--- config.mk ---
export PLATFORM = sky130hd
export DESIGN_NAME = column_chunk_rle_decoder
export DESIGN_NICKNAME = d
export VERILOG_FILES = /design/src/hdl/crle_pkg.sv /design/src/hdl/crle_front.sv /design/src/hdl/crle_back.sv /design/src/hdl/column_chunk_rle_decoder.sv
export SDC_FILE = /design/constraint.sdc
export NUM_CORES = 1
export LEC_CHECK = 0
export BUFFER_PORTS_ARGS = -buffer_cell sky130_fd_sc_hd__buf_2
export CORE_MARGIN = 1.5
export CORE_UTILIZATION = 50
export CTS_BUF_LIST = sky130_fd_sc_hd__clkbuf_4 sky130_fd_sc_hd__clkbuf_8
export CTS_CLUSTER_DIAMETER = 80
export DETAILED_ROUTE_END_ITERATION = 16
export PLACE_DENSITY = 0.68
export SLEW_MARGIN = 20
export SYNTH_ARGS = -nofsm -noshare
export SYNTH_HDL_FRONTEND = slang
export SYNTH_SLANG_ARGS = --single-unit
--- constraint.sdc ---
create_clock -name clock -period 5.1 [get_ports clock]
set_input_delay 1.02 -clock clock [delete_from_list [all_inputs] [get_ports clock]]
set_output_delay 1.02 -clock clock [all_outputs]
set_load 0.03 [all_outputs]
--- src/hdl/crle_pkg.sv ---
// Shared types and codes for the column chunk run-length decoder.
`default_nettype none
package crle_pkg;

   localparam int QUEUE_DEPTH_DEFAULT = 2;

   // Operation codes on the input channel
   localparam logic OP_PUSH = 1'b0;
   localparam logic OP_PULL = 1'b1;

   // Configuration register indexes
   localparam logic [1:0] CSR_ELEMENT_BYTES = 2'd0;
   localparam logic [1:0] CSR_RLE_MODE      = 2'd1;
   localparam logic [1:0] CSR_ROW_LIMIT     = 2'd2;

   // Decode phases
   localparam logic [2:0] PH_HEADER    = 3'd0;
   localparam logic [2:0] PH_VALUE     = 3'd1;
   localparam logic [2:0] PH_COUNT     = 3'd2;
   localparam logic [2:0] PH_EXPAND    = 3'd3;
   localparam logic [2:0] PH_EXHAUSTED = 3'd4;
   localparam logic [2:0] PH_HOLD      = 3'd6;

   // Result status codes
   localparam logic [2:0] ST_ELEMENT = 3'd0;
   localparam logic [2:0] ST_TAKEN   = 3'd1;
   localparam logic [2:0] ST_BUSY    = 3'd2;
   localparam logic [2:0] ST_NONE    = 3'd3;
   localparam logic [2:0] ST_OVERRUN = 3'd4;

   localparam logic [3:0] ELEMENT_BYTES_RESET = 4'd4;

   // Classified item passed from front to back
   typedef struct packed {
      logic       is_pull;
      logic [7:0] data;
   } item_type;

endpackage
`default_nettype wire

--- src/hdl/crle_front.sv ---
// Front end: takes items, classifies them and queues them for the decoder.
`default_nettype none
module crle_front #(
   parameter int QUEUE_DEPTH = crle_pkg::QUEUE_DEPTH_DEFAULT
) (
   input  wire logic               clock,
   input  wire logic               reset,
   input  wire logic               req_valid,
   output logic                    req_stall,
   input  wire logic               req_operation,
   input  wire logic [7:0]         req_data_byte,
   output logic                    head_valid,
   output crle_pkg::item_type      head_item,
   input  wire logic               head_pop
);
   import crle_pkg::*;

   localparam int PTR_W = (QUEUE_DEPTH > 1) ? $clog2(QUEUE_DEPTH) : 1;
   localparam int CNT_W = $clog2(QUEUE_DEPTH + 1);
   localparam logic [PTR_W-1:0] PTR_LAST = PTR_W'(QUEUE_DEPTH - 1);
   localparam logic [CNT_W-1:0] CNT_FULL = CNT_W'(QUEUE_DEPTH);

   item_type         queue_ff [QUEUE_DEPTH];
   logic [PTR_W-1:0] wr_ptr_ff, wr_ptr_in;
   logic [PTR_W-1:0] rd_ptr_ff, rd_ptr_in;
   logic [CNT_W-1:0] count_ff, count_in;
   item_type         new_item;
   logic             push;
   logic             pop;

   assign req_stall  = (count_ff == CNT_FULL);
   assign push       = req_valid && !req_stall;
   assign head_valid = (count_ff != '0);
   assign head_item  = queue_ff[rd_ptr_ff];
   assign pop        = head_pop && head_valid;

   always_comb begin
      new_item.is_pull = (req_operation == OP_PULL);
      new_item.data    = req_data_byte;
   end

   always_comb begin
      wr_ptr_in = wr_ptr_ff;
      rd_ptr_in = rd_ptr_ff;
      count_in  = count_ff;
      if (push) begin
         wr_ptr_in = (wr_ptr_ff == PTR_LAST) ? '0 : wr_ptr_ff + 1'b1;
      end
      if (pop) begin
         rd_ptr_in = (rd_ptr_ff == PTR_LAST) ? '0 : rd_ptr_ff + 1'b1;
      end
      if (push && !pop) begin
         count_in = count_ff + 1'b1;
      end else if (pop && !push) begin
         count_in = count_ff - 1'b1;
      end
   end

   always_ff @(posedge clock) begin
      if (reset) begin
         wr_ptr_ff <= '0;
         rd_ptr_ff <= '0;
         count_ff  <= '0;
      end else begin
         wr_ptr_ff <= wr_ptr_in;
         rd_ptr_ff <= rd_ptr_in;
         count_ff  <= count_in;
      end
   end

   always_ff @(posedge clock) begin
      if (push) begin
         queue_ff[wr_ptr_ff] <= new_item;
      end
   end

   a_count_bounded: assert property (@(posedge clock) disable iff (reset)
      count_ff <= CNT_FULL)
      else $error("queue count above depth");

   a_full_stalls: assert property (@(posedge clock) disable iff (reset)
      (count_ff == CNT_FULL) |-> req_stall)
      else $error("full queue not stalling input");

   a_head_held: assert property (@(posedge clock) disable iff (reset)
      (head_valid && !head_pop) |=> head_valid)
      else $error("queued item lost without pop");

endmodule
`default_nettype wire

--- src/hdl/crle_back.sv ---
// Back end: decode state, configuration registers and the result register.
`default_nettype none
module crle_back (
   input  wire logic               clock,
   input  wire logic               reset,
   input  wire logic               csr_write_enable,
   input  wire logic [1:0]         csr_index,
   input  wire logic [31:0]        csr_write_data,
   input  wire logic               head_valid,
   input  wire crle_pkg::item_type head_item,
   output logic                    head_pop,
   output logic                    rsp_valid,
   input  wire logic               rsp_stall,
   output logic [63:0]             rsp_element_value,
   output logic                    rsp_is_last,
   output logic [2:0]              rsp_status
);
   import crle_pkg::*;

   logic [3:0]  element_bytes_ff;
   logic        rle_mode_ff;
   logic [31:0] row_limit_ff;

   logic [2:0]  phase_ff, phase_in;
   logic [2:0]  byte_index_ff, byte_index_in;
   logic [63:0] assembly_ff, assembly_in;
   logic [63:0] run_value_ff, run_value_in;
   logic [31:0] run_remaining_ff, run_remaining_in;
   logic [31:0] runs_left_ff, runs_left_in;
   logic [31:0] rows_emitted_ff, rows_emitted_in;

   logic        rsp_valid_ff;
   logic [63:0] value_ff, value_in;
   logic        last_ff, last_in;
   logic [2:0]  status_ff, status_in;

   logic [3:0]  width_bytes;
   logic [3:0]  need;
   logic [63:0] merged;
   logic        collect_done;
   logic [31:0] runs_left_dec;
   logic [31:0] run_remaining_dec;
   logic [2:0]  after_run_phase;
   logic        restart;

   assign head_pop  = head_valid && (!rsp_valid_ff || !rsp_stall);
   assign restart   = csr_write_enable &&
                      (csr_index == CSR_ELEMENT_BYTES || csr_index == CSR_RLE_MODE ||
                       csr_index == CSR_ROW_LIMIT);

   assign rsp_valid         = rsp_valid_ff;
   assign rsp_element_value = value_ff;
   assign rsp_is_last       = last_ff;
   assign rsp_status        = status_ff;

   always_comb begin
      if (element_bytes_ff == 4'd0) begin
         width_bytes = 4'd1;
      end else if (element_bytes_ff > 4'd8) begin
         width_bytes = 4'd8;
      end else begin
         width_bytes = element_bytes_ff;
      end
      // header and repeat counts are always 32-bit
      if (rle_mode_ff && (phase_ff == PH_HEADER || phase_ff == PH_COUNT)) begin
         need = 4'd4;
      end else begin
         need = width_bytes;
      end
      merged       = assembly_ff | (64'(head_item.data) << {byte_index_ff, 3'b000});
      collect_done = ({1'b0, byte_index_ff} + 4'd1) >= need;
   end

   assign runs_left_dec     = runs_left_ff - 32'd1;
   assign run_remaining_dec = run_remaining_ff - 32'd1;

   always_comb begin
      phase_in         = phase_ff;
      byte_index_in    = byte_index_ff;
      assembly_in      = assembly_ff;
      run_value_in     = run_value_ff;
      run_remaining_in = run_remaining_ff;
      runs_left_in     = runs_left_ff;
      rows_emitted_in  = rows_emitted_ff;
      value_in         = '0;
      last_in          = 1'b0;
      status_in        = ST_NONE;
      after_run_phase  = (runs_left_ff == 32'd0) ? PH_EXHAUSTED : PH_VALUE;

      if (!head_item.is_pull) begin
         if ((!rle_mode_ff && phase_ff == PH_HOLD) ||
             (rle_mode_ff && phase_ff != PH_HEADER && phase_ff != PH_VALUE &&
              phase_ff != PH_COUNT)) begin
            status_in = ST_BUSY;
         end else begin
            status_in = ST_TAKEN;
            if (collect_done) begin
               byte_index_in = '0;
               assembly_in   = '0;
               if (!rle_mode_ff) begin
                  run_value_in = merged;
                  phase_in     = PH_HOLD;
               end else begin
                  case (phase_ff)
                     PH_HEADER: begin
                        runs_left_in = merged[31:0];
                        phase_in     = (merged[31:0] == 32'd0) ? PH_EXHAUSTED : PH_VALUE;
                     end
                     PH_VALUE: begin
                        run_value_in = merged;
                        phase_in     = PH_COUNT;
                     end
                     PH_COUNT: begin
                        run_remaining_in = merged[31:0];
                        runs_left_in     = runs_left_dec;
                        if (merged[31:0] != 32'd0) begin
                           phase_in = PH_EXPAND;
                        end else begin
                           phase_in = (runs_left_dec == 32'd0) ? PH_EXHAUSTED : PH_VALUE;
                        end
                     end
                     default: begin
                        phase_in = phase_ff;
                     end
                  endcase
               end
            end else begin
               byte_index_in = byte_index_ff + 3'd1;
               assembly_in   = merged;
            end
         end
      end else if (rows_emitted_ff >= row_limit_ff) begin
         status_in = ST_OVERRUN;
      end else begin
         if (!rle_mode_ff) begin
            if (phase_ff == PH_HOLD) begin
               value_in  = run_value_ff;
               phase_in  = PH_HEADER;
               status_in = ST_ELEMENT;
            end
         end else if (phase_ff == PH_EXPAND) begin
            value_in         = run_value_ff;
            run_remaining_in = run_remaining_dec;
            if (run_remaining_dec == 32'd0) begin
               phase_in = after_run_phase;
            end
            status_in = ST_ELEMENT;
         end else if (phase_ff != PH_HEADER && phase_ff != PH_VALUE &&
                      phase_ff != PH_COUNT) begin
            // runs used up: rows still owed read as zero
            status_in = ST_ELEMENT;
         end
         if (status_in == ST_ELEMENT) begin
            last_in         = ({1'b0, rows_emitted_ff} + 33'd1) == {1'b0, row_limit_ff};
            rows_emitted_in = rows_emitted_ff + 32'd1;
         end
      end
   end

   always_ff @(posedge clock) begin
      if (reset) begin
         element_bytes_ff <= ELEMENT_BYTES_RESET;
         rle_mode_ff      <= 1'b0;
         row_limit_ff     <= '0;
      end else if (csr_write_enable) begin
         case (csr_index)
            CSR_ELEMENT_BYTES: element_bytes_ff <= csr_write_data[3:0];
            CSR_RLE_MODE:      rle_mode_ff      <= csr_write_data[0];
            CSR_ROW_LIMIT:     row_limit_ff     <= csr_write_data;
            default:           element_bytes_ff <= element_bytes_ff;
         endcase
      end
   end

   always_ff @(posedge clock) begin
      if (reset || restart) begin
         phase_ff         <= PH_HEADER;
         byte_index_ff    <= '0;
         assembly_ff      <= '0;
         run_value_ff     <= '0;
         run_remaining_ff <= '0;
         runs_left_ff     <= '0;
         rows_emitted_ff  <= '0;
      end else if (head_pop) begin
         phase_ff         <= phase_in;
         byte_index_ff    <= byte_index_in;
         assembly_ff      <= assembly_in;
         run_value_ff     <= run_value_in;
         run_remaining_ff <= run_remaining_in;
         runs_left_ff     <= runs_left_in;
         rows_emitted_ff  <= rows_emitted_in;
      end
   end

   always_ff @(posedge clock) begin
      if (reset) begin
         rsp_valid_ff <= 1'b0;
      end else if (head_pop) begin
         rsp_valid_ff <= 1'b1;
      end else if (!rsp_stall) begin
         rsp_valid_ff <= 1'b0;
      end
   end

   always_ff @(posedge clock) begin
      if (head_pop) begin
         value_ff  <= value_in;
         last_ff   <= last_in;
         status_ff <= status_in;
      end
   end

   a_non_element_zero: assert property (@(posedge clock) disable iff (reset)
      (rsp_valid_ff && status_ff != ST_ELEMENT) |-> (value_ff == '0 && !last_ff))
      else $error("non-element result carries data");

   a_rows_bounded: assert property (@(posedge clock) disable iff (reset)
      rows_emitted_ff <= row_limit_ff)
      else $error("rows emitted beyond row count");

   a_plain_phases: assert property (@(posedge clock) disable iff (reset)
      !rle_mode_ff |-> (phase_ff == PH_HEADER || phase_ff == PH_HOLD))
      else $error("run-length phase reached in plain mode");

endmodule
`default_nettype wire

--- src/hdl/column_chunk_rle_decoder.sv ---
// An accepted item is written into the queue, then popped by the back end into the result register on rsp_*.
// Throughput: one item per cycle while rsp_stall is low; the decode state is updated by a single pop of the queue.
// A queue between front and back (QUEUE_DEPTH items) lets input and result stall apart.
// Synchronous active-high reset empties the queue and result register, puts the config
// registers at reset values and returns the decoder to the run count header.
`default_nettype none
module column_chunk_rle_decoder #(
   parameter int QUEUE_DEPTH = crle_pkg::QUEUE_DEPTH_DEFAULT
) (
   input  wire logic        clock,
   input  wire logic        reset,
   input  wire logic        csr_write_enable,
   input  wire logic [1:0]  csr_index,
   input  wire logic [31:0] csr_write_data,
   input  wire logic        req_valid,
   output logic             req_stall,
   input  wire logic        req_operation,
   input  wire logic [7:0]  req_data_byte,
   output logic             rsp_valid,
   input  wire logic        rsp_stall,
   output logic [63:0]      rsp_element_value,
   output logic             rsp_is_last,
   output logic [2:0]       rsp_status
);
   import crle_pkg::*;

   logic     head_valid;
   item_type head_item;
   logic     head_pop;

   crle_front #(
      .QUEUE_DEPTH (QUEUE_DEPTH)
   ) u_front (
      .clock         (clock),
      .reset         (reset),
      .req_valid     (req_valid),
      .req_stall     (req_stall),
      .req_operation (req_operation),
      .req_data_byte (req_data_byte),
      .head_valid    (head_valid),
      .head_item     (head_item),
      .head_pop      (head_pop)
   );

   crle_back u_back (
      .clock             (clock),
      .reset             (reset),
      .csr_write_enable  (csr_write_enable),
      .csr_index         (csr_index),
      .csr_write_data    (csr_write_data),
      .head_valid        (head_valid),
      .head_item         (head_item),
      .head_pop          (head_pop),
      .rsp_valid         (rsp_valid),
      .rsp_stall         (rsp_stall),
      .rsp_element_value (rsp_element_value),
      .rsp_is_last       (rsp_is_last),
      .rsp_status        (rsp_status)
   );

endmodule
`default_nettype wire
# [Word level (Yosys, flattened, before mapping)]
# Memory sizes are Yosys's and may differ from the RTL's. A register that Yosys moved wholly into a read port is not among the register bits.
# Cells that the tools add are included.
[classes] addsub=10 n_lt_le_gt_ge=3 eq_ne=19 shifts=1 n_mux=52 bitwise_logic=5 reduce_logical=51
[op_table] cell="2-to-1 mux 64 bit" n=6
[op_table] cell="2-to-1 mux 32 bit" n=8
[op_table] cell="zero test 32 bit" n=4
[op_table] cell="OR 64 bit" n=1
[op_table] cell="one-hot mux 32 bit (2 select lines)" n=1
[op_table] cell="<< shifter 8 x 6 -> 64 bit" n=1
[op_table] cell="subtractor 32 x 1 -> 32 bit, second input constant" n=2
[op_table] cell="2-to-1 mux 3 bit" n=20
[op_table] cell="adder 32 x 1 -> 33 bit, second input constant" n=1
[op_table] cell="equality test 33 x 32 -> 1 bit" n=1
[op_table] cell="adder 32 x 1 -> 32 bit, second input constant" n=1
[op_table] cell=">= comparator 32 bit" n=1
[op_table] cell="nonzero test 32 bit" n=1
[op_table] cell="logical AND 1 bit" n=13
[op_table] cell="2-to-1 mux 4 bit" n=3
[op_table] cell="2-to-1 mux 2 bit" n=5
[op_table] cell="nonzero test 2 bit" n=5
[op_table] cell="inequality test 3 bit, second input constant" n=3
[op_table] cell="one-hot mux 3 bit (3 select lines)" n=1
[op_table] cell="2-to-1 mux 1 bit" n=8
[op_table] cell="AND reduction 8 bit" n=1
[op_table] cell="AND reduction 7 bit" n=1
[op_table] cell="equality test 3 x 2 -> 1 bit, second input constant" n=2
[op_table] cell="zero test 1 bit" n=6
[op_table] cell="other kinds (29)" n=45
[totals] register_bits=340 mem_bits_rw=18 inputBits=48 output_inout_bits=70 word_cells=159 memories=1
[mem_list] memory="u_front.queue_ff" depth=2 word_bits=9 rd=1 rd_clocked_by_memory_dff=1 wr=1 line_no="crle_front.sv:23" rtl="item_type queue_ff [QUEUE_DEPTH];"

# [Depth between registers and ports, before layout]
# Gate-level depths: netlist (run 1).
[logic_depth] word_depth=11 mapped_depth=15 ltp_nobuf=13

# [Hierarchy]
# A second synthesis (run 1) with hierarchy kept.
[hier_totals] cells_unflattened=2153 hier_area_um2=18246.2
[by_module_without_submodules] module="crle_back" instances=1 cells_per_inst=2100 area_each_um2=17379.2 seq_area_each_um2=7407.1
[by_module_without_submodules] module="crle_front" instances=1 cells_per_inst=53 area_each_um2=867.1 seq_area_each_um2=640.6

# [Worst setup path after synthesis (run 1)]
# OpenSTA, ideal clock, no wires.
[synth_path] kind="input to register" startpoint="input rsp_stall" endpoint="register u_back.run_remaining_ff[30]" setup_time_ns=0.116 t_arrival_ns=4.162 t_required_ns=4.984 slack_ns=0.822 stages=8 n_path_buf=1 cell_sequence="nand2_1 > o21ai_1 > clkinv_1 > nand3_1 > a21o_1 > clkbuf_1 > nor3_1 > a31o_2"
[synth_between] elab_chain_len=4
[synth_rtl] item="start: declaration" line_no="column_chunk_rle_decoder.sv:20" rtl="input wire logic rsp_stall,"
[synth_rtl] item="zero test 1 bit" line_no="crle_back.sv:46" rtl="assign head_pop = head_valid && (!rsp_valid_ff || !rsp_stall);"
[synth_rtl] item="logical OR 1 bit" line_no="crle_back.sv:46"
[synth_rtl] item="logical AND 1 bit" line_no="crle_back.sv:46"
[synth_rtl] item="named net head_pop" line_no="column_chunk_rle_decoder.sv:29" rtl="logic head_pop;"
[synth_rtl] item="AND reduction 7 bit (no source line)"
[synth_rtl] item="end signal: assignment" line_no="crle_back.sv:189" rtl="run_remaining_ff <= run_remaining_in;"
[synth_rtl] item="end: declaration" line_no="crle_back.sv:28" rtl="logic [31:0] run_remaining_ff, run_remaining_in;"
# The timed path passes the listed nets, and every way through them passes these cells.
# A chain may end at the register's enable or synchronous reset.

# [Final worst setup path (run 1)]
[layout_path] startpoint="register u_back.rows_emitted_ff[21]" endpoint="register u_back.rows_emitted_ff[17]"
[layout_between] elab_chain_len=3
[layout_rtl] item="start: declaration" line_no="crle_back.sv:30" rtl="logic [31:0] rows_emitted_ff, rows_emitted_in;"
[layout_rtl] item="start signal: assignment" line_no="crle_back.sv:191" rtl="rows_emitted_ff <= rows_emitted_in;"
[layout_rtl] item=">= comparator 32 bit" line_no="crle_back.sv:132" rtl="end else if (rows_emitted_ff >= row_limit_ff) begin"
[layout_rtl] item="inverter 1 bit (no source line)"
[layout_rtl] item="AND reduction 4 bit (no source line)"
# No other way between the ends.

==> results of run 1 <==
## per-stage QoR
stage               cells  area [sq um]
floorplan            2100         17900
CTS                  2662         20100
detailed placement   2552         18700
global placement     2552         18700
finish               2664         20100
global route         2662         20100
## worst reg2reg max path: stages, from the launching register on
cell       delay (ns)
dfxtp_1          0.50
ha_1             0.30
and4_1           0.19
a221o_1          0.32
a2111oi_1        0.81
o2111ai_2        0.55
buf_4            0.38
nor4b_1          0.45
xnor2_1          0.18
nor2_1           0.06
## registers in the layout (all words and copies together) (netlist names), named ones only
| name | flops |
|---|---|
| u_back.rsp_element_value | 64 |
| u_back.rsp_status | 3 |
| u_back.rsp_valid | 1 |
| u_back.rsp_is_last | 1 |
| u_back.element_bytes_ff | 4 |
| u_front.rd_ptr_ff | 1 |
| u_back.run_remaining_ff | 32 |
| u_back.byte_index_ff | 3 |
| u_back.row_limit_ff | 32 |
| u_front.wr_ptr_ff | 1 |
| u_back.phase_ff | 3 |
| u_back.run_value_ff | 64 |
| u_back.assembly_ff | 64 |
| u_back.rle_mode_ff | 1 |
| u_front.count_ff | 2 |
| u_back.runs_left_ff | 32 |
| u_back.rows_emitted_ff | 32 |
| u_front.queue_ff | 18 |
## power by group
| part | switching [mW] | internal [mW] | total [mW] |
|---|---|---|---|
| Sequential | 0.131 | 3.27 | 3.40 |
| Combinational | 1.46 | 0.465 | 1.92 |
| Clock | 1.22 | 1.67 | 2.89 |
## layer usage
layer	share of wire	GRT usage	up-vias
met5	0.00023	0	-
li1	-	-	7610
met2	0.44	0.403	639
met4	0.044	0.126	2
met3	0.084	0.0608	130
met1	0.43	0.353	7416
## how the worst max path moves through the flow
| stage | start | to | slack, ns | depth (start not counted) |
|---|---|---|---|---|
| after floorplan | rsp_stall | u_back.run_remaining_ff[30] | 0.82 | 8 |
| after global placement | u_back.row_limit_ff[19] | u_back.rows_emitted_ff[17] | 1.41 | 11 |
| after detailed placement | u_back.row_limit_ff[19] | u_back.rows_emitted_ff[17] | 1.21 | 11 |
| after CTS | u_back.row_limit_ff[19] | u_back.rows_emitted_ff[17] | 1.21 | 11 |
| after global routing | u_back.row_limit_ff[19] | u_back.rows_emitted_ff[17] | 0.95 | 11 |
| final | u_back.rows_emitted_ff[21] | u_back.rows_emitted_ff[17] | 1.21 | 9 |
## area by class of cell
type	instances	area (sq um)
diodes	2	5.00
repair buffers	143	806
clock buffers	97	1260
clock inverters	13	139
well taps	461	577
flip-flops and latches	359	8050
multi-input cells	1537	9080
inverters	52	196
fillers	3244	15300
## placed cells by master, fill, tap and decap left out, drive strengths merged, types with 13 or more instances in the layout
cell / netlist / routed
xnor2: 71 / 71
dfxtp: 273 / 273
and2: 78 / 78
clkbuf: 138 / 97
a22oi: 14 / 14
xor2: 23 / 23
o211ai: 15 / 15
buf: 13 / 143
o22ai: 13 / 13
mux2i: 24 / 24
nor4: 37 / 37
nor2: 286 / 286
edfxtp: 86 / 86
a21oi: 246 / 246
a211oi: 64 / 64
inv: 51 / 53
nor3: 87 / 87
nand3: 49 / 49
nand4: 25 / 25
or3: 23 / 23
nand2b: 13 / 13
nand2: 170 / 170
ha: 43 / 43
o21ai: 83 / 83
## cells by family after synthesis
| family | after synthesis | share of synthesized area |
|---|---|---|
| xor gates and xnor gates | 94 | 0.0460 |
| and+or+nand+nor | 834 | 0.227 |
| AOI/OAI and AO/OA | 536 | 0.183 |
| adders and majority gates | 43 | 0.0301 |
| DFF | 359 | 0.450 |
| muxes | 30 | 0.0172 |
| buffers and inverters | 204 | 0.0462 |
==> impl_metrics.py, run 1 <==
metrics = {
    "sta": {
        "min_period_ns": 3.89,
        "setup_viol": 0,
        "slew_headroom": 0.273,
        "slew_viol_final": 0,
        "tightest_slew_ns": 1.09,
        "fin_tns_setup_ns": 0,
        "final_hold_viol_count": 0,
        "max_freq_ghz": 0.257,
        "post-route-period-util": 0.763,
        "rsz0062_at_grt": "no",
        "fin_ws_ns": 1.21,
        "skew_ns": 0.0349,
        "whs_ns": 0.454,
    },
    "power_and_ir_drop": {
        "max-vdd-ir-drop_mv": 0.426,
        "p_leak_nw": 7.31,
        "p_total_mw": 8.21,
        "power_density_nw_per_um2": 408,
    },
    "critical_path": {
        "crit_path_start_kind": "flop",
        "reg2regPathDepth": 9,
        "worst_setup_path_end_kind": "flop",
        "critPathSlowestCell": "a2111oi_1",
        "cp_max_fo": 19,
        "timing.rr.end": "u_back.rows_emitted_ff[17]",
        "crit_path_max_incr_delay_ns": 0.81,
        "reg2reg_slack_ns": 1.21,
        "critPathKind": "flop to flop",
        "cp_num_buf_inv": 1,
        "crit_family": "compound AO/OA/AOI/OAI gates",
        "crit_chain": "ha_1, and4_1, a221o_1, a2111oi_1, o2111ai_2, buf_4, nor4b_1, xnor2_1, nor2_1",
        "critPathArrivalTime_ns": 4.41,
        "crit_required_ns": 5.62,
        "reg2reg_from": "u_back.rows_emitted_ff[21]",
    },
    "clock_tree": {
        "cts.htree.levels": 2,
        "postCtsHoldBufs": 0,
        "clock-sinks": 359,
        "path_clk_slew_ns": 0.06,
        "clockRootBuffer": "clkbuf_8",
        "clk-insertion-delay-late_ns": 0.68,
        "postCtsResizedCells": 0,
        "cts_inserted_buffers": 59,
        "clockBufferDepth": 3,
        "postCtsSetupBuffers": 0,
        "tritoncts": "built",
    },
    "synth": {
        "ys_seq_area_frac": 0.450,
        "synth_area_sq_um": 17900,
        "synthMostInstantiatedCell": "nor2_1",
        "synth_ff_type": "dfxtp_1",
        "yosys-top-cells-count": "286 x nor2_1, 273 x dfxtp_1, 246 x a21oi_1, 170 x nand2_1, 136 x clkbuf_1",
        "synthCells": 2100,
        "synth_top_area_cell": "dfxtp_1",
        "syn_avg_cell_area_sq_um": 8.52,
        "yosysTopAreaCellShare": 0.305,
        "synth_nets": 2191,
        "synth-edff-count": 86,
        "ys_top_cells_by_area": "dfxtp_1 31%, edfxtp_1 14%, a21oi_1 6.9%, nor2_1 6.0%, nand2_1 3.6%",
        "synthArstFlopShare": 0,
        "synth_cell_types": 90,
        "synth-seq-cells": 359,
        "yosysWarningCount": 0,
    },
    "floorplanning": {
        "die_h_microns": 192,
        "rows": 69,
        "fp.coreArea_sq_um": 35400,
        "start_util": 0.505,
        "die_w_microns": 192,
        "ios": 118,
        "dieArea_sq_um": 36900,
    },
    "global_route": {
        "grt_pass1_wl_microns": 77100,
        "grt.overflow.total": 0,
        "antenna_found_initial": 3,
        "grt_usage": 0.264,
        "grt_pass1_vias": 14382,
        "grt_max_degree": 118,
    },
    "placed_design": {
        "gp_congestion": 0.928,
        "dpl_worst_slack_ns": 1.21,
        "hpwl_microns": 32200,
        "portBuffers": 117,
    },
    "hold_path": {
        "min_path_type": "flop to flop",
        "hold_end": "u_back.assembly_ff[27]",
        "hold-path-cell-count": 2,
        "min_from": "u_back.assembly_ff[27]",
    },
    "run_status": {
        "status": "completed",
    },
    "routing": {
        "wirelength_microns": 48700,
        "drc_errors": 0,
        "drtPass1Iterations": 6,
        "routedWlPerCell_microns": 18.3,
        "drt-initial-drc-count": 1397,
        "routed_via_density": 5.93,
        "num_vias": 15797,
        "ant_nets": 0,
    },
    "finish": {
        "nets": 2243,
        "drive_above_1_share": 0.137,
        "finish.utilization": 0.568,
        "area_growth_pct": 12.4,
    },
    "flow_run": {
        "drv_cap": 0,
    },
}
Power figures use the tool's default switching activity.
==> inputs of run 2 (changes only) <==
--- a/config.mk
+++ b/config.mk
@@ -11,7 +11,7 @@
 export CTS_BUF_LIST = sky130_fd_sc_hd__clkbuf_4 sky130_fd_sc_hd__clkbuf_8
 export CTS_CLUSTER_DIAMETER = 80
 export DETAILED_ROUTE_END_ITERATION = 16
-export PLACE_DENSITY = 0.68
+export PLACE_DENSITY = 0.7
 export SLEW_MARGIN = 20
 export SYNTH_ARGS = -nofsm -noshare
 export SYNTH_HDL_FRONTEND = slang
==> constraint.sdc (replaced) <==
create_clock -name clock -period 3.2 [get_ports clock]
set_input_delay 0.64 -clock clock [delete_from_list [all_inputs] [get_ports clock]]
set_output_delay 0.64 -clock clock [all_outputs]
set_load 0.03 [all_outputs]
==> run 2 against run 1 <==
Worst hold slack lost 0.27 ns; register-to-register slack lost 1.1 ns; via count grew 2.4%; final cell count grew 3.6%; setup slack lost 1.1 ns; non-clock buffer count grew 95; combinational power grew 73%; highest routed layer is now met4.
==> impl_metrics.py, run 2 (synthesized netlist as in run 1, its figures left out) <==
metrics = {
    "run_status": {
        "status": "completed",
    },
    "sta": {
        "max_freq_ghz": 0.329,
        "slew_headroom": 0.269,
        "tightest_slew_ns": 1.09,
        "final_hold_viol_count": 0,
        "fin_ws_ns": 0.157,
        "slew_viol_final": 0,
        "min_period_ns": 3.04,
        "fin_tns_setup_ns": 0,
        "skew_ns": 0.0478,
        "post-route-period-util": 0.951,
        "setup_viol": 0,
    },
    "hold_path": {
        "min_from": "req_data_byte[1]",
        "min_path_type": "primary input to flop",
    },
    "global_route": {
        "grt.met1_usage": 0.373,
        "use_met2": 0.430,
        "antenna_found_initial": 0,
        "grt_util_met3": 0.0431,
        "grt_pass1_vias": 14821,
        "grt.overflow.total": 0,
        "grt_pass1_wl_microns": 79900,
        "grt_usage": 0.273,
        "grt_max_degree": 65,
        "busiest_layer": "met2",
    },
    "routing": {
        "drtPass1Iterations": 7,
        "wirelength_microns": 51200,
        "num_vias": 16173,
        "routed_via_density": 5.86,
        "drt-initial-drc-count": 1368,
        "drc_errors": 0,
        "routedWlPerCell_microns": 18.6,
        "ant_nets": 0,
    },
    "placed_design": {
        "portBuffers": 117,
        "hpwl_microns": 35400,
        "dpl_worst_slack_ns": -0.0250,
        "place_area_sq_um": 19500,
        "gp_congestion": 0.911,
    },
    "floorplanning": {
        "die_w_microns": 192,
        "fp.coreArea_sq_um": 35400,
        "die_h_microns": 192,
        "dieArea_sq_um": 36900,
        "ios": 118,
        "rows": 69,
        "start_util": 0.505,
    },
    "critical_path": {
        "cp_max_fo": 7,
        "crit_path_start_kind": "flop",
        "critPathKind": "flop to flop",
        "critPathArrivalTime_ns": 3.61,
        "worst_setup_path_end_kind": "flop",
        "crit_required_ns": 3.77,
    },
    "clock_tree": {
        "postCtsHoldBufs": 0,
        "tritoncts": "built",
        "clockBufferDepth": 3,
        "path_clk_slew_ns": 0.07,
        "cts.htree.levels": 2,
        "clock-sinks": 359,
        "clk-insertion-delay-late_ns": 0.68,
        "clockRootBuffer": "clkbuf_8",
        "cts_inserted_buffers": 61,
    },
    "power_and_ir_drop": {
        "p_leak_nw": 7.82,
        "power_density_nw_per_um2": 623,
        "max-vdd-ir-drop_mv": 0.476,
    },
    "finish": {
        "nets": 2340,
        "drive_above_1_share": 0.175,
        "final_cell_mix": "284 x nor2_1, 271 x dfxtp_1, 245 x a21oi_1",
        "finish.utilization": 0.592,
        "area_growth_pct": 17.0,
        "final_common_cell": "nor2_1",
        "fill_cells": 3110,
        "final_area_sq_um": 20900,
        "n_antenna_cell": 0,
    },
    "flow_run": {
        "drv_cap": 0,
    },
}
run 2: changes by cell type in the layout (fill, tap and decap cells not counted), moves of 3 or more:
cell       before  now
buf_4          24  108
clkbuf_4       12   26
clkbuf_8       85   74
buf_12          2   12
clkinv_1        0    4
clkinv_2        9    5
a2111oi_0       4    1
run 2: area by class of cell:
cell class | instances | area (sq um) | area share
Clock inverter | 12 | 87.6 | 0.00418
Sequential cell | 359 | 8050 | 0.384
Multi-Input combinational cell | 1537 | 9150 | 0.437
Timing Repair Buffer | 238 | 1660 | 0.0793
Clock buffer | 100 | 1210 | 0.0580
Inverter | 52 | 196 | 0.00938
Tap cell | 461 | 577 | 0.0275
run 2: metal layers:
metal	up-vias	routed length, microns
met3	100	3500
met5	-	0
met4	0	1690
li1	7812	-
met2	561	23000
met1	7700	23000
run 2: where the power goes:
group | switching [mW] | internal, mW
combinational | 2.43 | 0.903
sequential | 0.164 | 5.20
clock | 1.89 | 2.46
total | 4.49 | 8.56
run 2: metrics by stage:
stage	hold slack, ns	power [mW]	cells
2_1_floorplan	0.429	7.52	2100
3_3_place_gp	0.446	8.69	2642
3_5_place_dp	0.453	8.74	2642
4_1_cts	0.153	13.1	2754
5_1_grt	0.166	13.6	2759
6_report	0.187	13.1	2759
run 2: path summary, 6_finish.rpt:
kind                            slack (ns)                      to  cells after the start
worst min-delay path                  0.19  u_front.queue_ff[1][1]                      1
worst max-delay path                  0.16      u_back.phase_ff[0]                      9
worst max register to register        0.16      u_back.phase_ff[0]                      9
worst min register to register        0.46  u_back.assembly_ff[31]                      2
run 2: worst max-delay path, stage by stage, from the launching register on:
cell and delay [ns]:
dfxtp_1 0.41, buf_4 0.20, mux2_2 0.39, a21o_1 0.18
or4_1 0.38, or4_1 0.45, or4_4 0.51, nand4b_4 0.20
o211ai_1 0.15, o21ai_1 0.09
run 2: repair_timing:
action,in CTS,in global routing
setup endpoints to repair,48,104
gates resized for setup,1,15
gates cloned,0,1
pin swaps,0,5
buffers inserted,0,4
==> inputs of run 3 (changes only) <==
--- a/config.mk
+++ b/config.mk
@@ -12,6 +12,7 @@
 export CTS_CLUSTER_DIAMETER = 80
 export DETAILED_ROUTE_END_ITERATION = 16
 export PLACE_DENSITY = 0.7
+export RECOVER_POWER = 25
 export SLEW_MARGIN = 20
 export SYNTH_ARGS = -nofsm -noshare
 export SYNTH_HDL_FRONTEND = slang
==> run 3 against run 2 <==
The flow now finishes with violations (capacitance limit, slew limit); first-iteration DRC count increased by 1.6%; sequential power about the same; utilization decreased by 0.18 points; clock power about the same; die area unchanged; worst hold slack improved by 0.0016 ns; fmax decreased by 0.13%; flip-flop and latch count unchanged; setup slack got worse by 0.0041 ns; critical path depth unchanged; global-route usage unchanged; via count decreased by 0.12%; critical endpoint unchanged; largest power group unchanged; highest routed layer unchanged.
==> impl_metrics.py, run 3 (synthesized netlist as in run 1, its figures left out) <==
metrics = {
    "power_and_ir_drop": {
        "p_leak_nw": 7.67,
        "max-vdd-ir-drop_mv": 0.478,
        "power_density_nw_per_um2": 623,
        "p_total_mw": 13.0,
    },
    "sta": {
        "fin_tns_setup_ns": 0,
        "slew_headroom": -0.328,
        "slew_viol_final": 44,
        "setup_viol": 0,
        "skew_ns": 0.0492,
        "min_period_ns": 3.05,
        "tightest_slew_ns": 1.99,
        "final_hold_viol_count": 0,
        "max_freq_ghz": 0.328,
        "post-route-period-util": 0.952,
    },
    "critical_path": {
        "cpMostUsedCell": "or4_1",
        "path_depth": 9,
        "cp_max_fo": 7,
        "timing.rr.end": "u_back.phase_ff[0]",
        "reg2reg_slack_ns": 0.15,
        "crit_required_ns": 3.76,
        "cp_num_buf_inv": 1,
        "crit_chain": "buf_4, mux2_2, a21o_1, or4_1, or4_1, or4_4, nand4b_4, o211ai_1, o21ai_1",
        "crit_path_max_incr_delay_ns": 0.52,
        "crit_family": "simple AND/OR/NAND/NOR gates",
        "critPathArrivalTime_ns": 3.61,
        "crit_path_start_kind": "flop",
        "crit_end": "u_back.phase_ff[0]",
        "reg2regPathDepth": 9,
        "critPathSlowestCell": "or4_4",
        "critPathKind": "flop to flop",
        "worst_setup_path_end_kind": "flop",
    },
    "finish": {
        "drive_above_1_share": 0.153,
        "final_common_cell": "nor2_1",
        "area_growth_pct": 16.7,
        "fin_cells": 2759,
        "final_cell_mix": "284 x nor2_1, 271 x dfxtp_1, 245 x a21oi_1",
        "n_antenna_cell": 0,
        "nets": 2340,
    },
    "clock_tree": {
        "clock-sinks": 359,
        "cts_inserted_buffers": 61,
        "postCtsHoldBufs": 0,
        "clockBufferDepth": 3,
        "clockRootBuffer": "clkbuf_8",
        "tritoncts": "built",
        "cts.htree.levels": 2,
        "path_clk_slew_ns": 0.07,
        "clk-insertion-delay-late_ns": 0.68,
    },
    "global_route": {
        "grt_pass1_wl_microns": 79900,
        "grt_usage": 0.273,
        "grt.overflow.total": 0,
        "grt_pass1_vias": 14821,
        "antenna_found_initial": 0,
        "grt_max_degree": 65,
    },
    "routing": {
        "routed_via_density": 5.85,
        "routedWlPerCell_microns": 18.6,
        "wirelength_microns": 51200,
        "drc_errors": 0,
        "num_vias": 16153,
        "drtPass1Iterations": 8,
        "drt-initial-drc-count": 1390,
        "ant_nets": 0,
    },
    "placed_design": {
        "gp_congestion": 0.911,
        "portBuffers": 117,
        "hpwl_microns": 35400,
        "place_inst": 2642,
    },
    "floorplanning": {
        "die_h_microns": 192,
        "start_util": 0.505,
        "dieArea_sq_um": 36900,
        "ios": 118,
        "rows": 69,
        "die_w_microns": 192,
        "fp.coreArea_sq_um": 35400,
    },
    "flow_run": {
        "drv_cap": 1,
    },
    "run_status": {
        "violations": "capacitance limit, slew limit",
        "status": "complete, but fails checks",
    },
    "hold_path": {
        "min_path_type": "primary input to flop",
    },
}
[run 3: cell types whose count changed in the layout (fill, tap and decap cells not counted), sizes merged]
cell,before,now
buf,237,187
clkbuf,101,151
[run 3: repair_timing]
| action | CTS | global route |
|---|---|---|
| cloned | 0 | 1 |
| hold endpoints to repair | 0 | 0 |
| setup buffers | 0 | 4 |
| pin swaps | 0 | 5 |
| resized for setup | 1 | 15 |
| setup endpoints to repair | 48 | 104 |
[run 3: worst register-to-register path, cell delays in order, from the launching register on]
cell      delay [ns]
dfxtp_1         0.41
buf_4           0.20
mux2_2          0.39
a21o_1          0.18
or4_1           0.38
or4_1           0.46
or4_4           0.52
nand4b_4        0.20
o211ai_1        0.15
o21ai_1         0.09
[run 3: cell type report]
cell class | instances | area [sq um]
Inverter | 52 | 196
Sequential cell | 359 | 8050
Fill cell | 3140 | 14500
Timing Repair Buffer | 238 | 1600
Clock buffer | 100 | 1210
Clock inverter | 12 | 87.6
Tap cell | 461 | 577
Multi-Input combinational cell | 1537 | 9150
[run 3: through the flow]
| stage | area [sq um] | worst slack [ns] | util | hold slack, ns |
|---|---|---|---|---|
| 3_5_place_dp | 19500 | -0.0250 | 0.550 | 0.453 |
| 4_1_cts | 20800 | 0.0494 | 0.587 | 0.153 |
| 6_report | 20900 | 0.153 | 0.590 | 0.189 |
| 2_1_floorplan | 17900 | 0.105 | - | 0.429 |
| 3_3_place_gp | 19500 | 0.00842 | 0.550 | 0.446 |
| 5_1_grt | 20900 | -0.00274 | 0.590 | 0.166 |
[run 3: how the worst min path moves through the flow]
stage                             end  cells past startpoint              startpoint
6_report       u_front.queue_ff[1][1]                      1        req_data_byte[1]
5_1_grt        u_front.queue_ff[1][1]                      1        req_data_byte[1]
4_1_cts        u_front.queue_ff[0][1]                      1        req_data_byte[1]
3_5_place_dp   u_back.assembly_ff[31]                      2  u_back.assembly_ff[31]
3_3_place_gp   u_back.assembly_ff[27]                      2  u_back.assembly_ff[27]
2_1_floorplan  u_back.assembly_ff[27]                      2  u_back.assembly_ff[27]
[run 3: where the power goes]
| part | leakage, nW | switching [mW] | total (mW) | internal (mW) |
|---|---|---|---|---|
| Clock | 0.688 | 1.89 | 4.35 | 2.46 |
| Sequential | 3.04 | 0.170 | 5.37 | 5.20 |
| Combinational | 3.94 | 2.43 | 3.28 | 0.851 |
[run 3: per-layer routing]
layer / global-route usage / vias to the layer above / share of wire
li1: - / 7805 / -
met1: 0.373 / 7666 / 0.45
met2: 0.430 / 580 / 0.45
met3: 0.0431 / 102 / 0.068
met4: 0.109 / 0 / 0.034
met5: 0 / - / 0
